## src/dq_pkg.sv

```systemverilog
// Shared types and constants for the double-ended queue core.
// Used by the request/response interfaces, the storage cells, the cell chain and the top level.
package dq_pkg;

  localparam int WORD_W = 32;
  localparam int OCC_W  = 5;

  typedef logic signed [WORD_W-1:0] word_t;
  typedef logic [OCC_W-1:0]         occ_t;

  typedef enum logic [1:0] {
    FN_PUSH_FRONT = 2'd0,
    FN_PUSH_BACK  = 2'd1,
    FN_POP_FRONT  = 2'd2,
    FN_POP_BACK   = 2'd3
  } func_t;

  typedef enum logic [1:0] {
    ST_OK    = 2'd0,
    ST_EMPTY = 2'd1,
    ST_FULL  = 2'd2
  } status_t;

  typedef enum logic [2:0] {
    CMD_HOLD        = 3'd0,
    CMD_INSERT_HEAD = 3'd1,
    CMD_REMOVE_HEAD = 3'd2,
    CMD_APPEND_TAIL = 3'd3,
    CMD_DROP_TAIL   = 3'd4
  } cmd_t;

endpackage

```

## src/dq_if.sv

```systemverilog
// Valid/ready channel interfaces for requests and responses of the queue core.
// Depends on dq_pkg for the payload types.
interface dq_req_if;
  import dq_pkg::*;
  logic  valid;
  logic  ready;
  func_t func;
  word_t push_value;

  modport source (output valid, func, push_value, input ready);
  modport sink (input valid, func, push_value, output ready);
endinterface

interface dq_rsp_if;
  import dq_pkg::*;
  logic    valid;
  logic    ready;
  word_t   pop_value;
  status_t status;
  occ_t    occupancy;

  modport source (output valid, pop_value, status, occupancy, input ready);
  modport sink (input valid, pop_value, status, occupancy, output ready);
endinterface

```

## src/dq_cell.sv

```systemverilog
// One storage cell of the queue chain: a word and its occupied flag.
// Depends on dq_pkg for the command and word types.
module dq_cell (
  input  logic          clk,
  input  logic          rst,
  input  dq_pkg::cmd_t  cmd,
  input  dq_pkg::word_t push_value,
  input  dq_pkg::word_t left_data,
  input  logic          left_valid,
  input  dq_pkg::word_t right_data,
  input  logic          right_valid,
  output dq_pkg::word_t data,
  output logic          valid
);
  import dq_pkg::*;

  logic is_slot;
  logic is_tail;

  // The first free cell takes an appended word; the last used cell is the tail.
  assign is_slot = !valid && left_valid;
  assign is_tail = valid && !right_valid;

  always_ff @(posedge clk) begin
    if (rst) begin
      valid <= 1'b0;
    end else begin
      case (cmd)
        CMD_INSERT_HEAD: valid <= left_valid;
        CMD_REMOVE_HEAD: valid <= right_valid;
        CMD_APPEND_TAIL: if (is_slot) valid <= 1'b1;
        CMD_DROP_TAIL:   if (is_tail) valid <= 1'b0;
        default:         valid <= valid;
      endcase
    end
  end

  always_ff @(posedge clk) begin
    case (cmd)
      CMD_INSERT_HEAD: data <= left_data;
      CMD_REMOVE_HEAD: data <= right_data;
      CMD_APPEND_TAIL: if (is_slot) data <= push_value;
      default:         data <= data;
    endcase
  end

endmodule

```

## src/dq_chain.sv

```systemverilog
// A row of queue cells whose head sits at the first cell and whose words stay packed.
// Depends on dq_pkg and dq_cell.
module dq_chain #(
  parameter int DEPTH = 16
) (
  input  logic             clk,
  input  logic             rst,
  input  dq_pkg::cmd_t     cmd,
  input  dq_pkg::word_t    push_value,
  output dq_pkg::word_t    head_data,
  output logic [DEPTH-1:0] occupied
);
  import dq_pkg::*;

  word_t data [DEPTH];

  for (genvar i = 0; i < DEPTH; i++) begin : g_cell
    word_t left_data;
    word_t right_data;
    logic  left_valid;
    logic  right_valid;

    if (i == 0) begin : g_first
      assign left_data  = push_value;
      assign left_valid = 1'b1;
    end else begin : g_inner_left
      assign left_data  = data[i-1];
      assign left_valid = occupied[i-1];
    end

    if (i == DEPTH - 1) begin : g_last
      assign right_data  = '0;
      assign right_valid = 1'b0;
    end else begin : g_inner_right
      assign right_data  = data[i+1];
      assign right_valid = occupied[i+1];
    end

    dq_cell u_cell (
      .clk         (clk),
      .rst         (rst),
      .cmd         (cmd),
      .push_value  (push_value),
      .left_data   (left_data),
      .left_valid  (left_valid),
      .right_data  (right_data),
      .right_valid (right_valid),
      .data        (data[i]),
      .valid       (occupied[i])
    );
  end

  assign head_data = data[0];

endmodule

```

## src/double_ended_queue_core.sv

```systemverilog
// Bounded double-ended queue of signed 32-bit words, DEPTH entries deep. Every request
// (push front, push back, pop front, pop back) gives one response in the cycle after it is
// accepted, and a new request is taken in every cycle while the response register is free
// or being drained. The words live in two chains of DEPTH cells: one keeps the front word
// in its first cell, the other keeps the words in reverse order with the back word in its
// first cell, so every operation is a shift, append or drop in both chains.
// Both pops read a fixed cell. Reset clears valid flags and count, never data; no clearing pass.
// Depends on dq_pkg, dq_if, dq_cell and dq_chain.
module double_ended_queue_core #(
  parameter int DEPTH = 16
) (
  input logic     clk,
  input logic     rst,
  dq_req_if.sink  req,
  dq_rsp_if.source rsp
);
  import dq_pkg::*;

  localparam int CW = $clog2(DEPTH + 1);

  logic [CW-1:0]    count;
  logic [CW-1:0]    count_next;
  logic [CW+4:0]    occ_wide;
  logic             fire;
  logic             full;
  logic             empty;
  cmd_t             cmd_front;
  cmd_t             cmd_back;
  word_t            front_head;
  word_t            back_head;
  word_t            pop_next;
  status_t          status_next;
  logic [DEPTH-1:0] front_occupied;
  logic [DEPTH-1:0] back_occupied;

  assign req.ready = !rsp.valid || rsp.ready;
  assign fire      = req.valid && req.ready;
  assign full      = (count == CW'(DEPTH));
  assign empty     = (count == '0);

  always_comb begin
    cmd_front   = CMD_HOLD;
    cmd_back    = CMD_HOLD;
    pop_next    = '0;
    status_next = ST_OK;
    count_next  = count;
    unique case (req.func)
      FN_PUSH_FRONT: begin
        if (full) begin
          status_next = ST_FULL;
        end else begin
          cmd_front  = CMD_INSERT_HEAD;
          cmd_back   = CMD_APPEND_TAIL;
          count_next = count + CW'(1);
        end
      end
      FN_PUSH_BACK: begin
        if (full) begin
          status_next = ST_FULL;
        end else begin
          cmd_front  = CMD_APPEND_TAIL;
          cmd_back   = CMD_INSERT_HEAD;
          count_next = count + CW'(1);
        end
      end
      FN_POP_FRONT: begin
        if (empty) begin
          status_next = ST_EMPTY;
        end else begin
          cmd_front  = CMD_REMOVE_HEAD;
          cmd_back   = CMD_DROP_TAIL;
          pop_next   = front_head;
          count_next = count - CW'(1);
        end
      end
      FN_POP_BACK: begin
        if (empty) begin
          status_next = ST_EMPTY;
        end else begin
          cmd_front  = CMD_DROP_TAIL;
          cmd_back   = CMD_REMOVE_HEAD;
          pop_next   = back_head;
          count_next = count - CW'(1);
        end
      end
      default: begin
        status_next = ST_OK;
      end
    endcase
    if (!fire) begin
      cmd_front  = CMD_HOLD;
      cmd_back   = CMD_HOLD;
      count_next = count;
    end
  end

  assign occ_wide = (CW + 5)'(count_next);

  dq_chain #(.DEPTH(DEPTH)) u_front_chain (
    .clk        (clk),
    .rst        (rst),
    .cmd        (cmd_front),
    .push_value (req.push_value),
    .head_data  (front_head),
    .occupied   (front_occupied)
  );

  dq_chain #(.DEPTH(DEPTH)) u_back_chain (
    .clk        (clk),
    .rst        (rst),
    .cmd        (cmd_back),
    .push_value (req.push_value),
    .head_data  (back_head),
    .occupied   (back_occupied)
  );

  always_ff @(posedge clk) begin
    if (rst) begin
      count     <= '0;
      rsp.valid <= 1'b0;
    end else begin
      count <= count_next;
      if (fire) begin
        rsp.valid <= 1'b1;
      end else if (rsp.ready) begin
        rsp.valid <= 1'b0;
      end
    end
  end

  always_ff @(posedge clk) begin
    if (fire) begin
      rsp.pop_value <= pop_next;
      rsp.status    <= status_next;
      rsp.occupancy <= occ_wide[4:0];
    end
  end

  // Both chains must hold exactly as many words as the counter says.
  a_front_count: assert property (@(posedge clk) disable iff (rst)
    $countones(front_occupied) == count)
    else $error("front chain occupancy differs from count");

  a_back_count: assert property (@(posedge clk) disable iff (rst)
    $countones(back_occupied) == count)
    else $error("back chain occupancy differs from count");

  // With a single word stored, front and back are the same word.
  a_single_word: assert property (@(posedge clk) disable iff (rst)
    count == CW'(1) |-> front_head == back_head)
    else $error("front and back heads disagree with one word stored");

  // A rejected push or pop leaves the occupancy unchanged.
  a_reject_hold: assert property (@(posedge clk) disable iff (rst)
    fire && (status_next == ST_FULL || status_next == ST_EMPTY) |=> count == $past(count))
    else $error("rejected request changed the occupancy");

endmodule

```

## src/flat_wrapper.sv

```systemverilog
// flat-port wrapper written by rule: the top's interface ports become plain ports
module double_ended_queue_core_flat import dq_pkg::*;
#(
  parameter int DEPTH = 16
)
  (clk, rst, req_valid, req_func, req_push_value, req_ready, rsp_valid, rsp_pop_value, rsp_status, rsp_occupancy, rsp_ready);
  dq_req_if req_i ();
  dq_rsp_if rsp_i ();
  input logic clk;
  input logic rst;
  input wire logic [$bits(req_i.valid)-1:0] req_valid;
  input wire logic [$bits(req_i.func)-1:0] req_func;
  input wire logic [$bits(req_i.push_value)-1:0] req_push_value;
  output wire logic [$bits(req_i.ready)-1:0] req_ready;
  output wire logic [$bits(rsp_i.valid)-1:0] rsp_valid;
  output wire logic [$bits(rsp_i.pop_value)-1:0] rsp_pop_value;
  output wire logic [$bits(rsp_i.status)-1:0] rsp_status;
  output wire logic [$bits(rsp_i.occupancy)-1:0] rsp_occupancy;
  input wire logic [$bits(rsp_i.ready)-1:0] rsp_ready;
  assign req_i.valid = req_valid;
  assign req_i.func = req_func;
  assign req_i.push_value = req_push_value;
  assign req_ready = req_i.ready;
  assign rsp_valid = rsp_i.valid;
  assign rsp_pop_value = rsp_i.pop_value;
  assign rsp_status = rsp_i.status;
  assign rsp_occupancy = rsp_i.occupancy;
  assign rsp_i.ready = rsp_ready;
  double_ended_queue_core #(.DEPTH(DEPTH)) u_core (.clk(clk), .rst(rst), .req(req_i), .rsp(rsp_i));
endmodule
```

## config.mk

```make
export PLATFORM = sky130hd
export DESIGN_NAME = double_ended_queue_core_flat
export DESIGN_NICKNAME = d
export VERILOG_FILES = /design/src/dq_pkg.sv /design/src/dq_if.sv /design/src/dq_cell.sv /design/src/dq_chain.sv /design/src/double_ended_queue_core.sv /design/src/flat_wrapper.sv
export SDC_FILE = /design/constraint.sdc
export NUM_CORES = 1
export LEC_CHECK = 0
export BUFFER_PORTS_ARGS = -buffer_cell sky130_fd_sc_hd__buf_2
export CAP_MARGIN = 20
export CELL_PAD_IN_SITES_DETAIL_PLACEMENT = 0
export CELL_PAD_IN_SITES_GLOBAL_PLACEMENT = 1
export CORE_ASPECT_RATIO = 0.75
export CORE_MARGIN = 2
export CORE_UTILIZATION = 54
export DETAILED_ROUTE_END_ITERATION = 10
export PLACE_DENSITY_LB_ADDON = 0.1
export SYNTH_ARGS = -nofsm -noshare
export SYNTH_HDL_FRONTEND = slang
export SYNTH_SLANG_ARGS = --single-unit
```

## constraint.sdc

```tcl
create_clock -name clk -period 11.3 [get_ports clk]
set_clock_uncertainty 0.2 [all_clocks]
set_input_delay 0.565 -clock clk [delete_from_list [all_inputs] [get_ports clk]]
set_output_delay 0.565 -clock clk [all_outputs]
set_load 0.05 [all_outputs]
```

=== Word level (Yosys, flattened, before mapping) ===
Cells that the tools add are included.

* Logic and storage cells: 465
* Register bits: 1,101
* Output and inout port bits: 41
* Bits of input ports: 38

* Add/sub/neg operators: 2
* Reduce and logical (&&, ||, !) cells: 144
* Equal/unequal tests: 74
* Multiplexer cells: 176

{| class="wikitable"
|+ Operators by type and width
! kind !! number
|-
| $pmux 32 s3 || 32
|-
| $mux 32 || 34
|-
| $ne 2x1->1 const B || 60
|-
| $pmux 1 s4 || 28
|-
| $reduce_and 3->1 || 28
|-
| $reduce_and 2->1 || 36
|-
| $mux 1 || 64
|-
| $pmux 32 s2 || 1
|-
| $logic_and 1x1->1 || 31
|-
| $logic_not 1->1 || 31
|-
| $pmux 3 s4 || 2
|-
| $reduce_bool 3->1 || 6
|-
| $mux 5 || 3
|-
| $eq 3x2->1 const B || 4
|-
| $pmux 1 s3 || 4
|-
| $reduce_or 2->1 || 6
|-
| $pmux 5 s2 || 1
|-
| $mux 3 || 3
|-
| $reduce_bool 4->1 || 2
|-
| $eq 3x1->1 const B || 2
|-
| $eq 3x3->1 const B || 2
|-
| $mux 2 || 3
|-
| $add 5x1->5 const B || 1
|-
| $eq 5x5->1 const B || 1
|-
| other kinds (9) || 11
|}

=== Depth between registers and ports, before layout ===
Gate-level depths: netlist of run 1.

* Depth after elaboration: 8
* Mapped depth: 10

=== Modules after synthesis ===
Synthesis of run 1 repeated with hierarchy kept, for this count alone.

* Cells, all modules: 5,175
* Area total of the unflattened synthesis: 57,471.4 µm²

{| class="wikitable"
|+ Modules (own cells, without submodules)
! module !! cells an instance !! times used !! area each (µm²) !! sequential area each (µm²)
|-
| dq_cell || 155 || 32 || 1,720.4 || 980.9
|-
| double_ended_queue_core || 179 || 1 || 2,163.3 || 1,291.2
|-
| dq_chain || 18 || 2 || 127.6 || 0.0
|}

=== Least setup slack after synthesis of run 1 ===
Ideal clock, no wire load.

* Path kind: in2reg
* Start point: in rsp_ready
* End point: reg u_core.u_back_chain.g_cell[15].u_cell.data[0], enable pin
* Cell stages on the path: 8
* Arrival: 4.156 ns
* Library setup time: 0.466 ns
* Data required time: 10.634 ns
* Slack: 6.479 ns
* Path through: nand2b_1 buf_2 nand2_1 inv_1 clkbuf_1 clkbuf_1 nand2_1 o21ai_0

* Longest elaborated chain between the ends: 6

{| class="wikitable"
|+ RTL lines
! element !! RTL line !! text
|-
| start, declared || flat_wrapper.sv:19 || <nowiki>input wire logic [$bits(rsp_i.ready)-1:0] rsp_ready;</nowiki>
|-
| $logic_or 1x1->1 (*) || double_ended_queue_core.sv:36 || <nowiki>assign req.ready = !rsp.valid || rsp.ready;</nowiki>
|-
| net req_ready || flat_wrapper.sv:14 || <nowiki>output wire logic [$bits(req_i.ready)-1:0] req_ready;</nowiki>
|-
| $logic_and 1x1->1 (*) || double_ended_queue_core.sv:37 || <nowiki>assign fire = req.valid && req.ready;</nowiki>
|-
| net u_core.fire || double_ended_queue_core.sv:24 || <nowiki>logic fire;</nowiki>
|-
| $mux 3 (*) || double_ended_queue_core.sv:90 || <nowiki>if (!fire) begin</nowiki>
|-
| $eq 3x2->1 / $eq 3x1->1 (equally long branches) || dq_cell.sv:39 || <nowiki>case (cmd)</nowiki>
|-
| $ne 2x1->1 (no source line) / $reduce_bool 3->1 (equally long branches) || -- ||
|-
| $reduce_and 2->1 (no source line) (*) || -- ||
|-
| end signal, assigned || dq_cell.sv:40 || <nowiki>CMD_INSERT_HEAD: data <= left_data;</nowiki>
|-
| end signal, assigned || dq_cell.sv:41 || <nowiki>CMD_REMOVE_HEAD: data <= right_data;</nowiki>
|-
| end signal, assigned || dq_cell.sv:42 || <nowiki>CMD_APPEND_TAIL: if (is_slot) data <= push_value;</nowiki>
|-
| end, declared || dq_cell.sv:12 || <nowiki>output dq_pkg::word_t data,</nowiki>
|}

Mark *: on every way through the listed nets, which the timed path passes. The rest lies on a longest branch.
A chain may end at the register's enable or synchronous reset.

=== Worst setup path in the final report of run 1 ===
* Start point: reg u_core.count[0]
* End point: reg u_core.u_front_chain.g_cell[0].u_cell.data[18] (data pin)

* Longest elaborated chain between the ends: 6

{| class="wikitable"
|+ RTL lines
! element !! RTL line !! text
|-
| start, declared || double_ended_queue_core.sv:21 || <nowiki>logic [CW-1:0] count;</nowiki>
|-
| start signal, assigned || double_ended_queue_core.sv:122 || <nowiki>count <= count_next;</nowiki>
|-
| $eq 5x5->1 / $logic_not 5->1 (equally long branches) || double_ended_queue_core.sv:38, double_ended_queue_core.sv:39 ||
|-
| $mux 2 (tied with other cells) || double_ended_queue_core.sv:58 || <nowiki>if (full) begin</nowiki>
|-
| $pmux 3 s4 (*) || double_ended_queue_core.sv:47 || <nowiki>unique case (req.func)</nowiki>
|-
| $mux 3 (*) || double_ended_queue_core.sv:90 ||
|-
| $eq 3x2->1 / $eq 3x1->1 (equally long branches) || dq_cell.sv:39 ||
|-
| $pmux 32 s3 (*) || dq_cell.sv:39 ||
|-
| end signal, assigned || dq_cell.sv:40 ||
|-
| end signal, assigned || dq_cell.sv:41 ||
|-
| end signal, assigned || dq_cell.sv:42 ||
|-
| end, declared || dq_cell.sv:12 ||
|}

Every way passes the cells marked *; elsewhere a longest branch is shown, timed or not.

==> metrics.csv, run 1 <==
metric,value,unit
Syn-to-layout area delta,9.542,%
Synth Area per Inst,15.89,um2
worst path cell trace,inv_1 > ha_1 > or4b_1 > nand2_4 > nor3_4 > buf_4 > buf_4 > buf_12 > mux2_2,
worst endpoint required time,11.52,ns
top cell type's share of synthesized area,67.06,%
number of global-route vias before repair,28950,
total CTS buffers,105,
Cell variety after synth,54,
share of layout cells above drive strength 1,14.11,%
die width,346.8,um
Power per Cell Area,195.3,nW/um2
Async SR Flop Fraction,0,%
post-layout util,59.59,%
Sw Ratio,24.89,%
Routed WL per cell,29.71,um
# IOs,79,
Setup crit start kind,flip-flop,
NetSw,2.536,mW
placed cell count,3883,
Total Wirelength,121.4,mm
CTS tree,built,
Final Hold Fails,0,
Worst Setup End Kind,flip-flop,
Hold WS,0.06491,ns
final worst slack,5.905,ns
Rel. slew slack,9.967,%
Fmax,0.1854,GHz
most frequent cells in the layout,"edfxtp_1 (1063), a221o_1 (896), clkbuf_16 (106), buf_2 (77)",
DR iter-0 viols,4427,
row count,94,
Max Cap Viol,0,
Pre-Repair DR Iteration Count,6,
H-tree depth,3,
GRT Total Usage,26.05,%
Layout Nets,2885,
synth warn,0,
initial core utilization,54.40,%
Worst Path Buf+Inv,4,
Slowest Stage Delay on Critical Path,0.84,ns
largest net degree at the start of global routing,272,
dpl cell area,48380,um2
crit path max fanout,211,
maximum vdd ir drop,0.1158,mV
max-slew violations,0,
Placement Setup Slack,6.227,ns
sequential share of power,50.9,%
clock buffer depth,3,
die height,261.1,um
Finished Layout Cells,4087,
Yosys top cell by area,edfxtp_1,
"Slowest-stage cell, CP",buf_4,
crit-path most repeated cell,buf_4,
main flop type after synthesis,edfxtp_1,
via/cell ratio,7.412,
Pwr Total,10.19,mW
Final Setup Violations,0,
total grt overflow,0,
Lkg Pwr,17.66,nW
Power Internal,7.650,mW
setup TNS,0,ns
"Largest delay share family, worst path",buffers and inverters,
"EDFF count, synth",1063,
CORE AREA,87500,um2
"most common cell after layout, fill and taps aside",edfxtp_1,
Die Area,90560,um2
Buffers on Ports,78,
Worst Max-Slew Pin Slew,1.350,ns
"Period Utilization, post-route",47.74,%
first-pass GRT wire length,181.4,mm
clock network fraction of total power,36.9,%
number of nets with antenna violations after routing,0,
Final HPWL DP,65.46,mm
synthesized cell area,47600,um2
CP Class,reg2reg,
DR vias,30290,
clock tree root buffer cell,clkbuf_16,
clock slew at reported path FFs,0.06,ns
worst hold-check path type,in2reg,
register area share after synthesis,68.66,%
DRC Markers,0,
status,completed,
post-synthesis register bit count,1101,
Worst-Skew Late Latency,0.68,ns
synth top area cells,"edfxtp_1 (67%), a221o_1 (19%), buf_2 (2.3%)",
Sink Count,1101,
min cycle time layout,5.395,ns
RSZ-0062 raised after global routing,false,
"Setup Fix Bufs, Post-CTS",0,
antenna violations before repair,10,
Comb power frac,12.2,%
final instance area,52140,um2
syn_nets,3036,
Final GP Congestion,0.8520,
crit path DAT,5.62,ns
Synth Instances,2995,
registers in the layout, indices dropped and copies added, names as in the netlist:
name,count
u_core.u_front_chain.g_cell.u_cell.valid,16
u_core.count,5
u_core.u_back_chain.g_cell.u_cell.data,512
u_core.rsp.pop_value,32
u_core.rsp.status,2
u_core.u_front_chain.g_cell.u_cell.data,512
u_core.rsp.occupancy,5
u_core.rsp.valid,1
u_core.u_back_chain.g_cell.u_cell.valid,16
synthesized netlist by cell type, types with 3 or more instances:
master	number
buf_2	214
a211oi_1	5
a21o_1	65
mux2i_1	34
a221o_1	896
o21ai_0	60
buf_1	15
buf_6	25
mux2_2	64
and3_1	65
nor3_1	34
o21ai_1	3
nand2b_1	4
clkbuf_1	144
a21oi_1	41
o31ai_1	13
a22oi_1	12
inv_1	36
ha_1	3
a221oi_1	29
edfxtp_1	1063
nor2_1	55
dfxtp_1	38
a31oi_1	4
nand2_1	38
layout make-up:
class / count / area (um2)
clock inverter: 75 / 922.1
antenna: 1 / 2.502
fill: 6514 / 35360
clock buffer: 122 / 2723
inverter: 37 / 138.9
sequential: 1101 / 32680
tap: 1152 / 1441
multi-input combinational: 1456 / 13220
timing repair buffer: 143 / 1013
power groups by stage:
| stage | Sequential, mW | Clock [mW] | Combinational (mW) |
|---|---|---|---|
| 2_1_floorplan | 5.23 | 0 | 0.847 |
| 3_3_place_gp | 5.24 | 0 | 1.17 |
| 3_5_place_dp | 5.25 | 0 | 1.22 |
| 4_1_cts | 5.17 | 3.81 | 1.23 |
| 5_1_grt | 5.21 | 3.96 | 1.34 |
| 6_report | 5.18 | 3.76 | 1.24 |
routing by layer:
layer  up-vias  wire length [um]  global-route usage [%]
met5         -               131                       0
met4        20              2861                   7.355
met3       208             11410                   5.888
met2      1626             51500                   36.74
met1     15690             55530                   40.50
li1      12750                 -                       -
worst paths after layout:
kind,start,slack [ns],end,depth (start not counted)
max,u_core.count[0],5.91,u_core.u_front_chain.g_cell[0].u_cell.data[18],9
min,req_push_value[14],0.06,u_core.u_front_chain.g_cell[0].u_cell.data[14],2
max reg2reg,u_core.count[0],5.91,u_core.u_front_chain.g_cell[0].u_cell.data[18],9
min reg2reg,u_core.u_front_chain.g_cell[14].u_cell.valid,0.28,u_core.u_front_chain.g_cell[15].u_cell.valid,2
cell families (layout without fill, tap and decap cells):
family,after synthesis,in the layout,synth area share (%)
buffers and inverters,438,377,4.424
other,0,1,0
DFF,1101,1101,68.66
xor gates and xnor gates,1,1,0.01840
adders and majority gates,3,3,0.07887
and+or+nand+nor,215,215,2.371
muxes,98,98,2.229
AOI/OAI and AO/OA,1139,1139,22.22
what timing repair did:
| item | in CTS | in global routing |
|---|---|---|
| gates resized for setup | 0 | 0 |
| hold buffers | 1 | 0 |
| endpoints found under the hold margin | 1 | 0 |
worst reg2reg max path: cells and delay by family, from the launching register on:
| kind | cells | cell delay (ns) |
|---|---|---|
| muxes | 1 | 0.92 |
| buffers and inverters | 4 | 2.17 |
| and+or+nand+nor | 3 | 1.10 |
| adders and majority gates | 1 | 0.31 |
| DFF | 1 | 0.45 |
No activity file was read; power rests on OpenSTA's default activity.
==> run 2: changes to the inputs <==
==> constraint.sdc (replaced) <==
create_clock -name clk -period 5 [get_ports clk]
set_clock_uncertainty 0.2 [all_clocks]
set_input_delay 0.25 -clock clk [delete_from_list [all_inputs] [get_ports clk]]
set_output_delay 0.25 -clock clk [all_outputs]
set_load 0.05 [all_outputs]
==> metrics.csv, run 2 (synthesized netlist as in run 1, its figures left out) <==
metric,value,unit
status,completed,
CP Class,reg2reg,
Layout Nets,2949,
Worst Max-Slew Pin Slew,0.9247,ns
antenna violations before repair,7,
initial core utilization,54.40,%
DR vias,30700,
Comb power frac,12.9,%
setup TNS,0,ns
total CTS buffers,107,
worst endpoint required time,5.32,ns
total grt overflow,0,
row count,94,
Sw Ratio,25.39,%
Pre-Repair DR Iteration Count,6,
Final HPWL DP,68.24,mm
H-tree depth,3,
sequential share of power,52.0,%
"Period Utilization, post-route",74.54,%
worst path cell trace,inv_1 > ha_1 > nand4bb_1 > and4_2 > a22oi_2 > buf_12 > buf_4 > a221o_1,
Regs by FF count,"u_core.u_back_chain.g_cell.u_cell.data x512, u_core.u_front_chain.g_cell.u_cell.data x512, u_core.rsp.pop_value x32",
Max Cap Viol,0,
Die Area,90560,um2
Setup crit start kind,flip-flop,
first-pass GRT wire length,182.0,mm
Worst Setup End Kind,flip-flop,
crit path DAT,4.05,ns
Lkg Pwr,17.87,nW
Syn-to-layout area delta,10.36,%
final worst slack,1.273,ns
Final Hold Fails,0,
dpl cell area,48780,um2
most frequent cells in the layout,"edfxtp_1 (1063), a221o_1 (896), clkbuf_16 (109), buf_2 (77), buf_4 (70)",
Total Wirelength,121.5,mm
"Slowest-stage cell, CP",buf_4,
Placement Setup Slack,1.440,ns
Hold WS,0.1349,ns
Power Internal,16.78,mW
RSZ-0062 raised after global routing,false,
largest net degree at the start of global routing,167,
worst hold-check path type,in2reg,
max-slew violations,0,
cts hold-fix bufs,37,
"Largest delay share family, worst path",buffers and inverters,
Routed WL per cell,29.27,um
via/cell ratio,7.395,
Slowest Stage Delay on Critical Path,0.66,ns
Buffers on Ports,78,
clock slew at reported path FFs,0.06,ns
clock buffer depth,3,
CORE AREA,87500,um2
Fmax,0.2683,GHz
Sink Count,1101,
# resized after CTS,0,
Finished Layout Cells,4151,
DRC Markers,0,
# IOs,79,
clock network fraction of total power,35.1,%
clock tree root buffer cell,clkbuf_16,
die height,261.1,um
Worst Path Buf+Inv,3,
CTS tree,built,
die width,346.8,um
"Setup Fix Bufs, Post-CTS",0,
number of nets with antenna violations after routing,0,
min cycle time layout,3.727,ns
Final GP Congestion,0.8102,
Pwr Total,22.49,mW
post-layout util,60.03,%
maximum vdd ir drop,0.3352,mV
DR iter-0 viols,4295,
Rel. slew slack,38.12,%
GRT Total Usage,26.08,%
NetSw,5.711,mW
share of layout cells above drive strength 1,14.36,%
Power per Cell Area,428.1,nW/um2
final instance area,52530,um2
number of global-route vias before repair,28990,
"most common cell after layout, fill and taps aside",edfxtp_1,
placed cell count,3912,
Final Setup Violations,0,
Worst-Skew Late Latency,0.68,ns
crit path max fanout,74,
[run 2: cell count changes in the layout (fill, tap and decap cells not counted), moves of 6 or more]
| cell | before | now |
|---|---|---|
| clkinv_2 | 18 | 27 |
| bufinv_16 | 20 | 7 |
| dlygate4sd3_1 | 1 | 37 |
| buf_12 | 5 | 19 |
| buf_4 | 54 | 70 |
| clkinvlp_4 | 9 | 2 |
| clkbuf_1 | 15 | 21 |
[run 2: power by group through the flow]
stage	clock network [mW]	logic, mW	registers [mW]
6_report	7.90	2.89	11.7
5_1_grt	8.35	3.10	11.8
4_1_cts	8.00	2.88	11.7
3_5_place_dp	0	2.83	11.9
3_3_place_gp	0	2.73	11.8
2_1_floorplan	0	1.91	11.8
[run 2: layout make-up]
type                       instances  area (um2)
inverter                          37       138.9
clock buffer                     133        2848
sequential                      1101       32680
multi-input combinational       1456       13220
antenna                            4       10.01
timing repair buffer             205        1684
clock inverter                    63       510.5
fill                            6436       34970
tap                             1152        1441
[run 2: worst paths after layout]
path	from	to	slack (ns)	cells after the start
max	u_core.count[0]	u_core.u_front_chain.g_cell[12].u_cell.data[24]	1.27	8
min	rsp_ready	u_core.count[1]	0.13	5
max reg2reg	u_core.count[0]	u_core.u_front_chain.g_cell[12].u_cell.data[24]	1.27	8
min reg2reg	u_core.u_front_chain.g_cell[14].u_cell.valid	u_core.u_front_chain.g_cell[15].u_cell.valid	0.29	2
[run 2: per-layer routing]
layer | vias up | part of all wire [%] | global-route usage (%)
met3 | 186 | 8.8 | 4.354
met2 | 1745 | 43 | 37.43
met4 | 4 | 2.0 | 6.063
met1 | 15890 | 46 | 41.56
li1 | 12870 | - | -
met5 | - | 0.021 | 0
[run 2: tightest hold or removal path, delay by kind of cell]
family,cells,cell delay [ns]
buffers and inverters,1,0.07
AOI/OAI and AO/OA,2,0.29
and+or+nand+nor,2,0.34
